`src/hdl/btts_pkg.sv`:
```
`default_nettype none

package btts_pkg;

  // Default geometry of the parser
  localparam int unsigned POSITION_BITS_DEF       = 16;
  localparam int unsigned MAX_TAG_EXTRA_BYTES_DEF = 10;
  localparam int unsigned MAX_LENGTH_BYTES_DEF    = 3;

  // Fixed field widths
  localparam int unsigned TAG_W    = 16;
  localparam int unsigned OFFSET_W = 16;
  localparam int unsigned CFG_IDX_W = 1;
  localparam int unsigned CFG_DATA_W = 16;

  // Configuration register indexes
  localparam logic [CFG_IDX_W-1:0] CFG_SEARCH_TAG   = 1'b0;
  localparam logic [CFG_IDX_W-1:0] CFG_START_OFFSET = 1'b1;

  // Tag number bits all set in the first tag byte: more tag bytes follow
  localparam logic [4:0] TAG_NUM_EXTENDED = 5'h1F;

  typedef enum logic [1:0] {
    ST_FOUND     = 2'd0,
    ST_NOT_FOUND = 2'd1,
    ST_LEN_ERROR = 2'd2
  } status_e;

  typedef struct packed {
    status_e             status;
    logic [OFFSET_W-1:0] match_offset;
  } result_t;

endpackage

`default_nettype wire

```
`src/hdl/btts_in_if.sv`:
```
`default_nettype none

interface btts_in_if;
  logic       valid;
  logic       ready;
  logic [7:0] data_byte;
  logic       end_of_buffer;

  modport source (output valid, output data_byte, output end_of_buffer, input ready);
  modport sink   (input valid, input data_byte, input end_of_buffer, output ready);
endinterface

`default_nettype wire

```
`src/hdl/btts_out_if.sv`:
```
`default_nettype none

interface btts_out_if;
  logic                          valid;
  logic                          ready;
  btts_pkg::status_e             status;
  logic [btts_pkg::OFFSET_W-1:0] match_offset;

  modport source (output valid, output status, output match_offset, input ready);
  modport sink   (input valid, input status, input match_offset, output ready);
endinterface

`default_nettype wire

```
`src/hdl/btts_parser.sv`:
```
`default_nettype none

module btts_parser #(
  parameter int unsigned POSITION_BITS       = btts_pkg::POSITION_BITS_DEF,
  parameter int unsigned MAX_TAG_EXTRA_BYTES = btts_pkg::MAX_TAG_EXTRA_BYTES_DEF,
  parameter int unsigned MAX_LENGTH_BYTES    = btts_pkg::MAX_LENGTH_BYTES_DEF
) (
  input  wire logic                         clk_i,
  input  wire logic                         rst_ni,
  input  wire logic                         beat_i,
  input  wire logic [7:0]                   data_byte_i,
  input  wire logic                         end_of_buffer_i,
  input  wire logic [btts_pkg::TAG_W-1:0]   search_tag_i,
  input  wire logic [btts_pkg::OFFSET_W-1:0] start_offset_i,
  output logic                              res_valid_o,
  output btts_pkg::result_t                 res_o
);

  localparam int unsigned CW  = (POSITION_BITS > btts_pkg::OFFSET_W) ?
                                POSITION_BITS : btts_pkg::OFFSET_W;
  localparam int unsigned TCW = $clog2(MAX_TAG_EXTRA_BYTES + 2);
  localparam int unsigned LW  = 8 * MAX_LENGTH_BYTES;
  localparam int unsigned LLW = (MAX_LENGTH_BYTES > 1) ? $clog2(MAX_LENGTH_BYTES + 1) : 1;

  localparam logic [2:0] PH_SKIP      = 3'd0;
  localparam logic [2:0] PH_TAG_FIRST = 3'd1;
  localparam logic [2:0] PH_TAG_MORE  = 3'd2;
  localparam logic [2:0] PH_LEN_FIRST = 3'd3;
  localparam logic [2:0] PH_LEN_MORE  = 3'd4;
  localparam logic [2:0] PH_VALUE     = 3'd5;
  localparam logic [2:0] PH_DONE      = 3'd6;

  logic [2:0]               phase_q, phase_d, phase_eff;
  logic [POSITION_BITS-1:0] pos_q, pos_d;
  logic [POSITION_BITS-1:0] hdr_q, hdr_d;
  logic [TCW-1:0]           tag_cnt_q, tag_cnt_d, tag_cnt_inc;
  logic [15:0]              tag_val_q, tag_val_d;
  logic [LLW-1:0]           len_left_q, len_left_d;
  logic [LW-1:0]            len_q, len_d;
  logic [LW+7:0]            len_shift;
  logic [LW-1:0]            hdr_len;
  logic                     hdr_done;
  logic [15:0]              tag_sel;
  logic                     tag_hit;
  logic [CW-1:0]            pos_w, skip_w, hdr_w;

  assign pos_w  = CW'(pos_q);
  assign skip_w = CW'(start_offset_i);
  assign hdr_w  = CW'(hdr_q);

  // Pick the tag bytes that take part in the compare
  always_comb begin
    if (tag_cnt_q == TCW'(2)) begin
      tag_sel = tag_val_q;
    end else if (tag_cnt_q <= TCW'(1)) begin
      tag_sel = {8'h00, tag_val_q[7:0]};
    end else begin
      tag_sel = {8'h00, tag_val_q[15:8]};
    end
  end

  assign tag_hit     = (tag_sel == search_tag_i);
  assign tag_cnt_inc = tag_cnt_q + TCW'(1);
  assign len_shift   = {len_q, data_byte_i};

  // Decode one byte of the stream
  always_comb begin
    phase_d     = phase_q;
    pos_d       = pos_q;
    hdr_d       = hdr_q;
    tag_cnt_d   = tag_cnt_q;
    tag_val_d   = tag_val_q;
    len_left_d  = len_left_q;
    len_d       = len_q;
    hdr_done    = 1'b0;
    hdr_len     = '0;
    res_valid_o = 1'b0;
    res_o.status       = btts_pkg::ST_FOUND;
    res_o.match_offset = '0;

    phase_eff = phase_q;
    if (phase_q == PH_SKIP && pos_w >= skip_w) begin
      phase_eff = PH_TAG_FIRST;
    end

    if (beat_i) begin
      case (phase_eff)
        PH_TAG_FIRST: begin
          hdr_d     = pos_q;
          tag_val_d = {8'h00, data_byte_i};
          tag_cnt_d = TCW'(1);
          phase_d   = (data_byte_i[4:0] == btts_pkg::TAG_NUM_EXTENDED) ?
                      PH_TAG_MORE : PH_LEN_FIRST;
        end
        PH_TAG_MORE: begin
          tag_cnt_d = tag_cnt_inc;
          if (tag_cnt_inc == TCW'(2)) begin
            tag_val_d = {tag_val_q[7:0], data_byte_i};
          end
          if (!(data_byte_i[7] && tag_cnt_q < TCW'(MAX_TAG_EXTRA_BYTES))) begin
            phase_d = PH_LEN_FIRST;
          end
        end
        PH_LEN_FIRST: begin
          if (data_byte_i[7]) begin
            if (data_byte_i[6:0] > 7'(MAX_LENGTH_BYTES)) begin
              res_valid_o  = 1'b1;
              res_o.status = btts_pkg::ST_LEN_ERROR;
            end else if (data_byte_i[6:0] == 7'd0) begin
              len_d    = '0;
              hdr_done = 1'b1;
            end else begin
              len_d      = '0;
              len_left_d = LLW'(data_byte_i[6:0]);
              phase_d    = PH_LEN_MORE;
            end
          end else begin
            hdr_done = 1'b1;
            hdr_len  = LW'(data_byte_i);
          end
        end
        PH_LEN_MORE: begin
          len_d      = len_shift[LW-1:0];
          len_left_d = len_left_q - LLW'(1);
          if (len_left_q == LLW'(1)) begin
            hdr_done = 1'b1;
            hdr_len  = len_shift[LW-1:0];
          end
        end
        PH_VALUE: begin
          len_d = len_q - LW'(1);
          if (len_q == LW'(1)) begin
            phase_d = PH_TAG_FIRST;
          end
        end
        default: begin
        end
      endcase

      // Header complete: report a hit or move past the value
      if (hdr_done) begin
        if (tag_hit) begin
          res_valid_o        = 1'b1;
          res_o.status       = btts_pkg::ST_FOUND;
          res_o.match_offset = hdr_w[btts_pkg::OFFSET_W-1:0];
        end else if (hdr_len == '0) begin
          phase_d = PH_TAG_FIRST;
        end else begin
          len_d   = hdr_len;
          phase_d = PH_VALUE;
        end
      end

      if (res_valid_o) begin
        phase_d = PH_DONE;
      end else if (end_of_buffer_i && phase_q != PH_DONE) begin
        res_valid_o  = 1'b1;
        res_o.status = btts_pkg::ST_NOT_FOUND;
      end

      // Saturate the byte position
      if (pos_q != '1) begin
        pos_d = pos_q + POSITION_BITS'(1);
      end

      // Drop all buffer state after the final byte
      if (end_of_buffer_i) begin
        phase_d    = PH_SKIP;
        pos_d      = '0;
        hdr_d      = '0;
        tag_cnt_d  = '0;
        tag_val_d  = '0;
        len_left_d = '0;
        len_d      = '0;
      end
    end
  end

  always_ff @(posedge clk_i or negedge rst_ni) begin
    if (!rst_ni) begin
      phase_q    <= PH_SKIP;
      pos_q      <= '0;
      hdr_q      <= '0;
      tag_cnt_q  <= '0;
      tag_val_q  <= '0;
      len_left_q <= '0;
      len_q      <= '0;
    end else begin
      phase_q    <= phase_d;
      pos_q      <= pos_d;
      hdr_q      <= hdr_d;
      tag_cnt_q  <= tag_cnt_d;
      tag_val_q  <= tag_val_d;
      len_left_q <= len_left_d;
      len_q      <= len_d;
    end
  end

endmodule

`default_nettype wire

```
`src/hdl/ber_tlv_top_level_tag_search_top.sv`:
```
// Top-level BER-TLV tag search over a byte stream.
// in_ch carries one buffer byte per beat, with end_of_buffer set on the
// final byte. The block skips start_offset bytes, then walks the top-level
// TLV objects and reports on out_ch at most one result per buffer: found
// (with the header offset), not found, or a length field too long.
// Configuration: write search_tag (index 0) or start_offset (index 1) on
// cfg_we_i/cfg_idx_i/cfg_wdata_i while no buffer is in flight.
// Throughput: one byte per cycle while in_ch.ready is high; the header
// decoder updates its state in the cycle the byte is accepted.
// Result: a result is registered in the result register, or in the skid
// register while the result register is full and out_ch.ready is low.
// Stall: a result register plus a skid register hold up to two results;
// in_ch.ready drops only while the skid register is occupied.
// Reset: clears the registers to zero, the parser to the skip phase and
// both result registers to empty.
`default_nettype none

module ber_tlv_top_level_tag_search_top #(
  parameter int unsigned POSITION_BITS       = btts_pkg::POSITION_BITS_DEF,
  parameter int unsigned MAX_TAG_EXTRA_BYTES = btts_pkg::MAX_TAG_EXTRA_BYTES_DEF,
  parameter int unsigned MAX_LENGTH_BYTES    = btts_pkg::MAX_LENGTH_BYTES_DEF
) (
  input  wire logic                            clk_i,
  input  wire logic                            rst_ni,
  btts_in_if.sink                              in_ch,
  btts_out_if.source                           out_ch,
  input  wire logic                            cfg_we_i,
  input  wire logic [btts_pkg::CFG_IDX_W-1:0]  cfg_idx_i,
  input  wire logic [btts_pkg::CFG_DATA_W-1:0] cfg_wdata_i
);

  logic [btts_pkg::TAG_W-1:0]    search_tag_q;
  logic [btts_pkg::OFFSET_W-1:0] start_offset_q;
  logic                          beat;
  logic                          res_valid;
  btts_pkg::result_t             res;
  logic                          out_valid_q, skid_valid_q;
  btts_pkg::result_t             out_q, skid_q;
  logic                          pop;

  // Configuration registers
  always_ff @(posedge clk_i or negedge rst_ni) begin
    if (!rst_ni) begin
      search_tag_q   <= '0;
      start_offset_q <= '0;
    end else if (cfg_we_i) begin
      case (cfg_idx_i)
        btts_pkg::CFG_SEARCH_TAG:   search_tag_q   <= cfg_wdata_i;
        btts_pkg::CFG_START_OFFSET: start_offset_q <= cfg_wdata_i;
        default: begin
        end
      endcase
    end
  end

  assign in_ch.ready = !skid_valid_q;
  assign beat        = in_ch.valid && in_ch.ready;

  btts_parser #(
    .POSITION_BITS      (POSITION_BITS),
    .MAX_TAG_EXTRA_BYTES(MAX_TAG_EXTRA_BYTES),
    .MAX_LENGTH_BYTES   (MAX_LENGTH_BYTES)
  ) u_parser (
    .clk_i          (clk_i),
    .rst_ni         (rst_ni),
    .beat_i         (beat),
    .data_byte_i    (in_ch.data_byte),
    .end_of_buffer_i(in_ch.end_of_buffer),
    .search_tag_i   (search_tag_q),
    .start_offset_i (start_offset_q),
    .res_valid_o    (res_valid),
    .res_o          (res)
  );

  assign pop = out_valid_q && out_ch.ready;

  // Result register with skid stage
  always_ff @(posedge clk_i or negedge rst_ni) begin
    if (!rst_ni) begin
      out_valid_q  <= 1'b0;
      skid_valid_q <= 1'b0;
    end else if (skid_valid_q) begin
      if (pop) begin
        skid_valid_q <= 1'b0;
      end
    end else if (res_valid) begin
      if (!out_valid_q || pop) begin
        out_valid_q <= 1'b1;
      end else begin
        skid_valid_q <= 1'b1;
      end
    end else if (pop) begin
      out_valid_q <= 1'b0;
    end
  end

  // Payload moves without reset
  always_ff @(posedge clk_i) begin
    if (skid_valid_q) begin
      if (pop) begin
        out_q <= skid_q;
      end
    end else if (res_valid) begin
      if (!out_valid_q || pop) begin
        out_q <= res;
      end else begin
        skid_q <= res;
      end
    end
  end

  assign out_ch.valid        = out_valid_q;
  assign out_ch.status       = out_q.status;
  assign out_ch.match_offset = out_q.match_offset;

endmodule

`default_nettype wire

```
`src/flat_wrapper.sv`:
```
// flat-port wrapper written by rule: the top's interface ports become plain ports
module ber_tlv_top_level_tag_search_top_flat 
#(
  parameter int unsigned POSITION_BITS       = btts_pkg::POSITION_BITS_DEF,
  parameter int unsigned MAX_TAG_EXTRA_BYTES = btts_pkg::MAX_TAG_EXTRA_BYTES_DEF,
  parameter int unsigned MAX_LENGTH_BYTES    = btts_pkg::MAX_LENGTH_BYTES_DEF
)
  (clk_i, rst_ni, cfg_we_i, cfg_idx_i, cfg_wdata_i, in_ch_valid, in_ch_data_byte, in_ch_end_of_buffer, in_ch_ready, out_ch_valid, out_ch_status, out_ch_match_offset, out_ch_ready);
  btts_in_if in_ch_i ();
  btts_out_if out_ch_i ();
  input  wire logic clk_i;
  input  wire logic rst_ni;
  input  wire logic cfg_we_i;
  input  wire logic [btts_pkg::CFG_IDX_W-1:0] cfg_idx_i;
  input  wire logic [btts_pkg::CFG_DATA_W-1:0] cfg_wdata_i;
  input wire logic [$bits(in_ch_i.valid)-1:0] in_ch_valid;
  input wire logic [$bits(in_ch_i.data_byte)-1:0] in_ch_data_byte;
  input wire logic [$bits(in_ch_i.end_of_buffer)-1:0] in_ch_end_of_buffer;
  output wire logic [$bits(in_ch_i.ready)-1:0] in_ch_ready;
  output wire logic [$bits(out_ch_i.valid)-1:0] out_ch_valid;
  output wire logic [$bits(out_ch_i.status)-1:0] out_ch_status;
  output wire logic [$bits(out_ch_i.match_offset)-1:0] out_ch_match_offset;
  input wire logic [$bits(out_ch_i.ready)-1:0] out_ch_ready;
  assign in_ch_i.valid = in_ch_valid;
  assign in_ch_i.data_byte = in_ch_data_byte;
  assign in_ch_i.end_of_buffer = in_ch_end_of_buffer;
  assign in_ch_ready = in_ch_i.ready;
  assign out_ch_valid = out_ch_i.valid;
  assign out_ch_status = out_ch_i.status;
  assign out_ch_match_offset = out_ch_i.match_offset;
  assign out_ch_i.ready = out_ch_ready;
  ber_tlv_top_level_tag_search_top #(.POSITION_BITS(POSITION_BITS), .MAX_TAG_EXTRA_BYTES(MAX_TAG_EXTRA_BYTES), .MAX_LENGTH_BYTES(MAX_LENGTH_BYTES)) u_core (.clk_i(clk_i), .rst_ni(rst_ni), .in_ch(in_ch_i), .out_ch(out_ch_i), .cfg_we_i(cfg_we_i), .cfg_idx_i(cfg_idx_i), .cfg_wdata_i(cfg_wdata_i));
endmodule
```
`config.mk`:
```
export PLATFORM = sky130hd
export DESIGN_NAME = ber_tlv_top_level_tag_search_top_flat
export DESIGN_NICKNAME = d
export VERILOG_FILES = /design/src/hdl/btts_pkg.sv /design/src/hdl/btts_in_if.sv /design/src/hdl/btts_out_if.sv /design/src/hdl/btts_parser.sv /design/src/hdl/ber_tlv_top_level_tag_search_top.sv /design/src/flat_wrapper.sv
export SDC_FILE = /design/constraint.sdc
export NUM_CORES = 1
export LEC_CHECK = 0
export BUFFER_PORTS_ARGS = -buffer_cell sky130_fd_sc_hd__buf_2
export CAP_MARGIN = 15
export CORE_UTILIZATION = 50
export DETAILED_ROUTE_END_ITERATION = 12
export GPL_TIMING_DRIVEN = 0
export PLACE_DENSITY = 0.65
export SLEW_MARGIN = 20
export SYNTH_ARGS = -nofsm -noshare
export SYNTH_HDL_FRONTEND = slang
export SYNTH_SLANG_ARGS = --single-unit
```
`constraint.sdc`:
```
create_clock -name clk_i -period 8.2 [get_ports clk_i]
set_input_delay 0.82 -clock clk_i [delete_from_list [all_inputs] [get_ports clk_i]]
set_output_delay 0.82 -clock clk_i [all_outputs]
set_load 0.01 [all_outputs]
```
* After elaboration in Yosys (flattened, before gate mapping)
Cells that the tools add are included.
** Storage, ports and cells
- Register bits :: 151
- Input port bits :: 31
- Output and inout bits :: 20
- Word-level logic and storage cells :: 147
** Cells by class
- Add/sub/neg operators :: 4
- Order comparisons :: 4
- Equality and inequality tests :: 19
- Mux-type cells :: 74
- Bitwise gates (word level) :: 3
- Reductions and logical operators :: 28
** Operator list (count)
- $mux W24 :: 8
- $mux W18 :: 7
- $mux W16 :: 7
- $pmux W24 S3 :: 1
- $pmux W24 S2 :: 1
- $mux W3 :: 11
- $pmux W16 S2 :: 1
- $eq A24 B1 Y1 const B :: 1
- $logic_not A24 Y1 :: 1
- $sub A24 B1 Y24 const B :: 1
- $mux W1 :: 22
- $mux W2 :: 9
- $add A16 B1 Y16 const B :: 1
- $eq A16 B16 Y1 :: 1
- $ge A16 B16 Y1 :: 1
- $ne A16 B16 Y1 const B :: 1
- $ne A3 B3 Y1 const B :: 5
- $pmux W3 S4 :: 1
- $reduce_and A3 Y1 :: 4
- $reduce_and A2 Y1 :: 5
- $reduce_bool A2 Y1 :: 5
- $eq A4 B2 Y1 const B :: 2
- $mux W8 :: 1
- $pmux W4 S2 :: 1
- other kinds (23) :: 34

* Logic depth before layout (Yosys ltp)
Gate-level depths: netlist of run 1.
- Word-level depth :: 13
- Mapped depth :: 12
- Mapped depth without buffers :: 10

* Hierarchy
Synthesis of run 1 repeated with hierarchy kept, for this count alone.
** Second synthesis, totals
- Cells, all modules :: 789
- Area total of the unflattened synthesis :: 8361.8 um2
** By module, submodules not included
- btts_parser :: instances 1, cells each 651, area an instance 5694.2 um2, seq. area each 2026.9 um2
- ber_tlv_top_level_tag_search_top :: instances 1, cells each 138, area an instance 2667.6 um2, seq. area each 1931.9 um2

* Worst setup path after synthesis of run 1
No wires, ideal clock.
- Path kind :: flip-flop to flip-flop
- Start :: register u_core.u_parser.tag_cnt_q[0]
- End :: register u_core.out_q (netlist bit u_core.out_ch.match_offset[0]), enable pin
- Setup time :: 0.420 ns
- Arrival :: 3.685 ns
- Data required time :: 7.780 ns
- Setup slack :: 4.095 ns
- Cell stages (with the launch flop) :: 11
- Buffers on the path :: 0
- Period minus slack after synthesis :: 4.105 ns
- Cells stage by stage :: dfrtp_1 inv_1 ha_1 or3_1 and3_1 nor3_1 o22ai_1 nor4_2 a31oi_1 and3_1 nor3b_1
** On the way
- Word-level cells in the longest chain between the ends :: 11
- Elaborated cells on any way between the ends :: 12
- Those cells by class :: 1 x order compare; 2 x eq/ne; 7 x mux; 2 x reduce/logical
** Ends and longest elaborated chain
- from (decl) :: line btts_parser.sv:36 : logic [TCW-1:0] tag_cnt_q, tag_cnt_d, tag_cnt_inc;
- from (signal assigned) :: line btts_parser.sv:192 : tag_cnt_q <= tag_cnt_d;
- $le A4 B1 Y1 :: line btts_parser.sv:55 : end else if (tag_cnt_q <= TCW'(1)) begin
- $mux W8 :: line btts_parser.sv:55
- $mux W16 (*) :: line btts_parser.sv:53 : if (tag_cnt_q == TCW'(2)) begin
- $eq A16 B16 Y1 (*) :: line btts_parser.sv:62 : assign tag_hit = (tag_sel == search_tag_i);
- $mux W1 (*) :: line btts_parser.sv:142 : if (tag_hit) begin
- $mux W1 (*) :: line btts_parser.sv:141 : if (hdr_done) begin
- $mux W1 (*) :: line btts_parser.sv:86 : if (beat_i) begin
- $mux W1 (*) :: line btts_parser.sv:154 : if (res_valid_o) begin
- $mux W1 (*) :: line btts_parser.sv:86
- $reduce_bool A2 Y1 (no line) (*)
- $reduce_and A3 Y1 (no line) (*)
- to (signal assigned) :: line ber_tlv_top_level_tag_search_top.sv:101 : out_q <= skid_q;
- to (signal assigned) :: line ber_tlv_top_level_tag_search_top.sv:105 : out_q <= res;
- to (decl) :: line ber_tlv_top_level_tag_search_top.sv:38 : btts_pkg::result_t out_q, skid_q;
Every way passes the cells marked *; elsewhere a longest branch is shown, timed or not. The select of a mux whose other input is x is not followed.
A chain may end at the register's enable or synchronous reset.

* Final worst setup path of run 1
- Start :: register u_core.u_parser.tag_cnt_q[0]
- End :: register u_core.out_q (netlist bit u_core.out_ch.match_offset[11]), enable pin
Same word-level chain as after synthesis.

==> results of run 1 <==
[area by class of cell]
cell class                      count  area (µm²)  share of cell area
Inverter                           31         116              0.0127
Buffer                             38         164              0.0178
Clock buffer                       22         464              0.0505
Tap cell                          211         264              0.0287
Timing Repair Buffer               52         298              0.0324
Clock inverter                     10         120              0.0131
Multi-Input combinational cell    567        3800               0.414
Sequential cell                   151        3960               0.431
[flip-flops by register name (all words and copies together), names as in the netlist]
register	count
u_core.out_ch.match_offset	16
u_core.search_tag_q	16
u_core.u_parser.hdr_q	16
u_core.out_ch.status	2
u_core.skid_q	18
u_core.start_offset_q	16
u_core.u_parser.len_q	24
u_core.u_parser.tag_val_q	16
u_core.skid_valid_q	1
u_core.u_parser.len_left_q	2
u_core.u_parser.pos_q	16
u_core.u_parser.phase_q	3
u_core.u_parser.tag_cnt_q	4
u_core.out_ch.valid	1
[final timing paths]
path / to / start / slack, ns
worst max register to register: u_core.out_ch.match_offset[11] / u_core.u_parser.tag_cnt_q[0] / 4.24
max in group asynchronous: u_core.u_parser.tag_val_q[14] / rst_ni / 7.12
worst min-delay path: u_core.u_parser.len_q[14] / rst_ni / 0.39
worst max-delay path: u_core.out_ch.match_offset[11] / u_core.u_parser.tag_cnt_q[0] / 4.24
worst min register to register: u_core.start_offset_q[6] / u_core.start_offset_q[6] / 0.51
min in group clk_i: u_core.start_offset_q[6] / u_core.start_offset_q[6] / 0.51
[power by group through the flow]
stage	combinational [mW]	sequential [mW]	clock [mW]
detailed placement	0.779	0.998	0
global placement	0.755	0.994	0
finish	0.789	0.988	0.774
floorplan	0.571	0.966	0
CTS	0.784	0.985	0.787
global route	0.877	1.00	0.818
[worst max-delay path, cell delays in order (launching register included)]
cell and delay, ns:
dfrtp_1 0.48, inv_1 0.10, ha_1 0.25, or3_1 0.40
and3_1 0.23, nor3_1 0.18, o22ai_1 0.13, nor4_2 0.46
a31oi_1 0.29, and3_1 0.27, nor3b_2 0.54, buf_4 0.31
[per-stage QoR]
step	instance area [µm²]	cells	hold WS (ns)
final	9180	1082	0.387
after global placement	8530	1047	0.492
after floorplan	8020	787	0.479
after CTS	9180	1082	0.399
after global routing	9180	1082	0.431
after detailed placement	8600	1050	0.499
[logic make-up (layout without fill, tap and decap cells)]
| family | count (synthesis) | count (layout) |
|---|---|---|
| AND/OR/NAND/NOR | 255 | 255 |
| AO/OA/AOI/OAI | 223 | 223 |
| flip-flops | 151 | 151 |
| buffers and inverters | 69 | 153 |
| multiplexers | 38 | 38 |
| XOR/XNOR | 26 | 26 |
| adder cells (fa/ha/maj) | 25 | 25 |
[cell usage after synthesis (19+ instances only)]
master    instances  share of area
edfxtp_1         36           0.13
a22oi_1          21          0.020
inv_1            31          0.015
nor3_1           22          0.014
ha_1             25          0.039
mux2_2           32          0.045
nor2_1           53          0.025
a22o_1           41          0.045
o21ai_1          19          0.012
and2_1           22          0.017
xnor2_1          20          0.022
a21oi_1          33          0.021
o21ai_0          44          0.027
clkbuf_1         29          0.014
nand3_1          25          0.016
nand2_1          66          0.031
dfrtp_1         115           0.36
[layout by cell type, fill, tap and decap left out, types with 5 or more instances in the layout]
cell and count:
dfrtp_1 115, nand2_1 66, nor2_1 53, buf_2 53
o21ai_0 44, a22o_1 41, edfxtp_1 36, a21oi_1 33
clkbuf_1 32, mux2_2 32, inv_1 31, nand3_1 25
ha_1 25, nor3_1 22, and2_1 22, a22oi_1 21
xnor2_1 20, o21ai_1 19, clkbuf_16 17, a31oi_1 11
and3_1 10, o21a_1 7, nand4_1 7, nand2b_1 7
or3_1 6, mux2i_1 6, a21o_1 6, xor2_1 6
o311ai_1 6, o22ai_1 5, nor4_1 5, a211oi_1 5
[metal layers]
metal  vias up  wire [µm]
met2       183       9480
met4         0        377
li1       3051          -
met3        33        856
met1      3156       9200
met5         -          0
==> impl_results.md, run 1 <==
* VDD IR max at ~220 µV
* First-pass GRT wire length at 33,300 µm
* Chip Height at about 130 µm
* Post-CTS Hold Buffers at 0
* Setup_tns at 0 ns
* Comb pwr share at 0.309
* Final Cycle Share at 0.482
* Worst setup EP type: register
* Filler cells at 1,370
* Worst Tran Pin Value at approximately 1.0 ns
* Critical Path RT at 8.32 ns
* CP max FO at 12
* Core area at between 0.015 and 0.02 mm²
* Max-Cap Viols at 0
* Largest net degree at the start of global routing at 60
* Starting density of the core at 0.520
* Post-cts repair resize count at 0
* Total routed wirelength at 19,900 µm
* Cell depth of the worst flop-to-flop path at 11
* Crit path time final at 3.96 ns
* Vias per std cell at 5.94
* Final setup violation count at 0
* Total net switching power at 0.914 mW
* P_int at 1.64 mW
* GR Util All Layers at 0.261
* Router iterations before antenna repair at 5
* Final worst setup slack at 4.24 ns
* CTS Root Cell: clkbuf_16
* ANT cells at 0
* Post-synth top flop: dfrtp_1
* Multiplexer share of the synthesized area at 0.0524
* Met3 Resource Use GR at 0.0491
* Status: completed
* Initial antenna violation count at 0
* Via count at 6,423
* Htree depth at 4
* Netlist cell types at 65
* Post-synth EDFFs at 36
* CP startpoint kind: register
* Critical path class: register to register
* Hold Path Class: input port to asynchronous set/reset pin
* Vias in the first global route at 6,481
* Mapped Area at 0.00802 mm²
* Clock sink total at 151
* Highest clock rate at 0.253 GHz
* Synth Register Bits at around 150
* Skew final at 0.00728 ns
* DRT iter0 DRCs at 591
* Synth-to-Final Area Change at 14.5%
* CP Data Arrival Time at just over 4 ns
* Total power at 2.55 mW
* Synth Instances at 787
* Worst-skew pair later-pin latency at 0.42 ns
* XOR/XNOR Fraction of Synth Area at 0.0284
* HPWL after DPL at 14,500 µm
* Syn_nets at around 840
* Gr ovfl total at 0
* Simple-Gate Fraction of Synth Area at 0.165
* M1 GR Usage at 0.356
* Slew Limit Fails at 0
* Leakage power at slightly below 4 nW
* Pwr dens at 278 mW/mm²
* Synth Area per Inst at between 10 and 15 µm²
* Clock network power share at 0.303
* RSZ-0062 raised after global routing: false
* GPL Wtd Cong at 0.854
* DP Worst Slack at between 4 and 5 ns
* M2 GR Usage at 0.422
* Net Sw Frac at 0.358
* Busiest grt layer: met2
* Site Rows at 45
* IO Port Bufs at 49
* Complex-gate fraction of the synthesized area at 0.187
* Layout Utilization at 0.595
* Seq pwr share at 0.387
* Syn. warnings at 0
* Io pins at 51
* Seq/Total Area, Yosys at 0.493
* Routed length per instance at 18.4 µm
* Worst slew margin at 0.326
* CTS Buf Count at 17
* ANT nets after route at 0
* Die width at 129 µm
* Ys async rst share at 0.762
* Post-CTS setup buffers at 0
* TritonCTS clock tree: done
* Final Hold Fails at 0
* Clock tree buffer depth at 2
* Full die area at 0.0166 mm²
* Layout cell share with drive strength beyond 1 at 0.161
* Post-layout net count at 914
* DRC Markers at 0
* Synth Area in Adders at 0.0390
* Worst-path clk slew at ~0.060 ns
* Main combinational cell family by area after synthesis: compound AO/OA/AOI/OAI gates
No activity file was read; power rests on OpenSTA's default activity.
==> inputs of run 2 (changes only) <==
==> constraint.sdc (replaced) <==
create_clock -name clk_i -period 3.8 [get_ports clk_i]
set_input_delay 0.38 -clock clk_i [delete_from_list [all_inputs] [get_ports clk_i]]
set_output_delay 0.38 -clock clk_i [all_outputs]
set_load 0.01 [all_outputs]
==> impl_results.md, run 2 (synthesis gave the netlist of run 1 again) <==
* Status: completed
* CP startpoint kind: register
* Post-layout net count at 919
* CP Data Arrival Time at about 3.7 ns
* Worst-skew pair later-pin latency at 0.43 ns
* Highest clock rate at 0.277 GHz
* Final worst setup slack at between 0.15 and 0.2 ns
* Chip Height at 129 µm
* Area of the multi-input gates at 0.00383 mm²
* Layout cell share with drive strength beyond 1 at 0.166
* Slew Limit Fails at 0
* Routed length per instance at roughly 18 µm
* DRT iter0 DRCs at 581
* Total power at 5.67 mW
* Worst-path clk slew at 0.06 ns
* Via count at 6,526
* Crit path time final at 3.61 ns
* Worst slew margin at 0.292
* Router iterations before antenna repair at 5
* Synth-to-Final Area Change at 15.9%
* Pwr dens at between 600 and 700 mW/mm²
* ANT cells at 0
* CTS Buf Count at 17
* CP max FO at 13
* Final setup violation count at 0
* Critical path class: register to register
* Most frequent cells in the layout: 115 x dfrtp_1, 66 x nand2_1, 53 x nor2_1, 53 x buf_2, 44 x o21ai_0
* Slowest CP cell: dfrtp_1
* Placed Area at 0.00860 mm²
* Layout Utilization at 0.603
* Register with the most flip-flops: u_core.u_parser.len_q
* Io pins at a little over 50
* Top Registers: u_core.u_parser.len_q: 24 flops, u_core.skid_q: 18 flops
* Skew final at 0.00853 ns
* IO Port Bufs at 49
* Full die area at approximately 0.017 mm²
* CP peak stage delay at 0.47 ns
* GR Util All Layers at 0.254
* Filler cells at 1,358
* Leakage power at 3.94 nW
* Critical Path, Cell by Cell: inv_1 > ha_1 > or3_1 > and3_1 > nor3_1 > o22ai_1 > nor4_4 > a31oi_2 > and2_1 > nor4b_4 > buf_6
* Htree depth at 4
* Commonest non-fill, non-tap cell in the layout: dfrtp_1
* Seq. cell area at 0.00396 mm²
* DRC Markers at 0
* Final Cycle Share at 0.950
* Vias in the first global route at 6,143
* CTS Root Cell: clkbuf_16
* Worst setup EP type: register
* Cell count after placement at 1,049
* Clock sink total at 151
* Clock tree buffer depth at 2
* Core area at ~0.015 mm²
* Hold Path Class: input port to register
* Final std cell area, no fill at 0.00930 mm²
* Worst hold slack at 0.191 ns
* RSZ-0062 raised after global routing: false
* First-pass GRT wire length at 32,100 µm
* Site Rows at 45
* Critical Path RT at 3.93 ns
* TritonCTS clock tree: done
* Gr ovfl total at 0
* Vias per std cell at 6.00
* Max-Cap Viols at 0
* ANT nets after route at 0
* Largest net degree at the start of global routing at 74
* Initial antenna violation count at 0
* DP Worst Slack at -0.0945 ns
* Setup_tns at 0 ns
* Largest register FFs at 24
* Die width at 129 µm
* Final std cells w/o fill at 1,087
* HPWL after DPL at about 14,000 µm
* Starting density of the core at 0.520
* VDD IR max at 382 µV
* Total routed wirelength at 20,000 µm
* Worst Tran Pin Value at 1.05 ns
* GPL Wtd Cong at 0.864
* Final Hold Fails at 0
[run 2: cell types whose count changed in the layout (fill, tap and decap cells not counted), moves of 2 or more]
cell / change
nor4_4: +2
clkbuf_8: -2
clkinvlp_4: -2
buf_4: +3
bufinv_16: +2
nor4_2: -2
[run 2: worst max-delay path, delay by kind of cell (launching register included)]
| kind | cells | cell delay [ns] |
|---|---|---|
| DFF | 1 | 0.47 |
| adders and majority gates | 1 | 0.25 |
| and+or+nand+nor | 6 | 1.85 |
| AOI/OAI and AO/OA | 2 | 0.40 |
| buffers and inverters | 2 | 0.33 |
[run 2: where the power goes]
part           switching (mW)  total [mW]  leakage (nW)  internal (mW)
sequential              0.243        2.13          1.86           1.89
clock                   0.675        1.79         0.304           1.11
combinational            1.10        1.75          1.78          0.653
[run 2: layer usage]
layer  part of all wire  track usage  vias to the layer above
met3              0.049       0.0420                       24
li1                   -            -                     3065
met2               0.48        0.408                      202
met4              0.016       0.0810                        0
met1               0.46        0.352                     3235
met5                  0            0                        -
[run 2: final timing paths]
| kind | cells after the start | slack (ns) | start | to |
|---|---|---|---|---|
| max in group asynchronous | 3 | 2.66 | rst_ni | u_core.u_parser.tag_val_q[10] |
| setup / recovery | 11 | 0.19 | u_core.u_parser.tag_cnt_q[0] | u_core.skid_q[8] |
| hold reg to reg | 1 | 0.51 | u_core.start_offset_q[12] | u_core.start_offset_q[12] |
| setup reg to reg | 11 | 0.19 | u_core.u_parser.tag_cnt_q[0] | u_core.skid_q[8] |
| hold / removal | 3 | 0.19 | cfg_wdata_i[7] | u_core.search_tag_q[7] |
| min in group asynchronous | 2 | 0.44 | rst_ni | u_core.u_parser.pos_q[6] |
[run 2: area by class of cell]
cell class	instances	area share
Clock buffer	21	0.0478
Sequential cell	151	0.426
Multi-Input combinational cell	567	0.412
Tap cell	211	0.0284
Timing Repair Buffer	57	0.0377
Inverter	31	0.0125
Clock inverter	11	0.0184
Buffer	38	0.0176
[run 2: repair_timing]
action                                 CTS  global route
gates resized for setup                  0             3
setup endpoints to repair               18            18
endpoints found under the hold margin   42             0
buffers inserted                         1             4
pin swaps                                1             1
hold buffers                             1             0
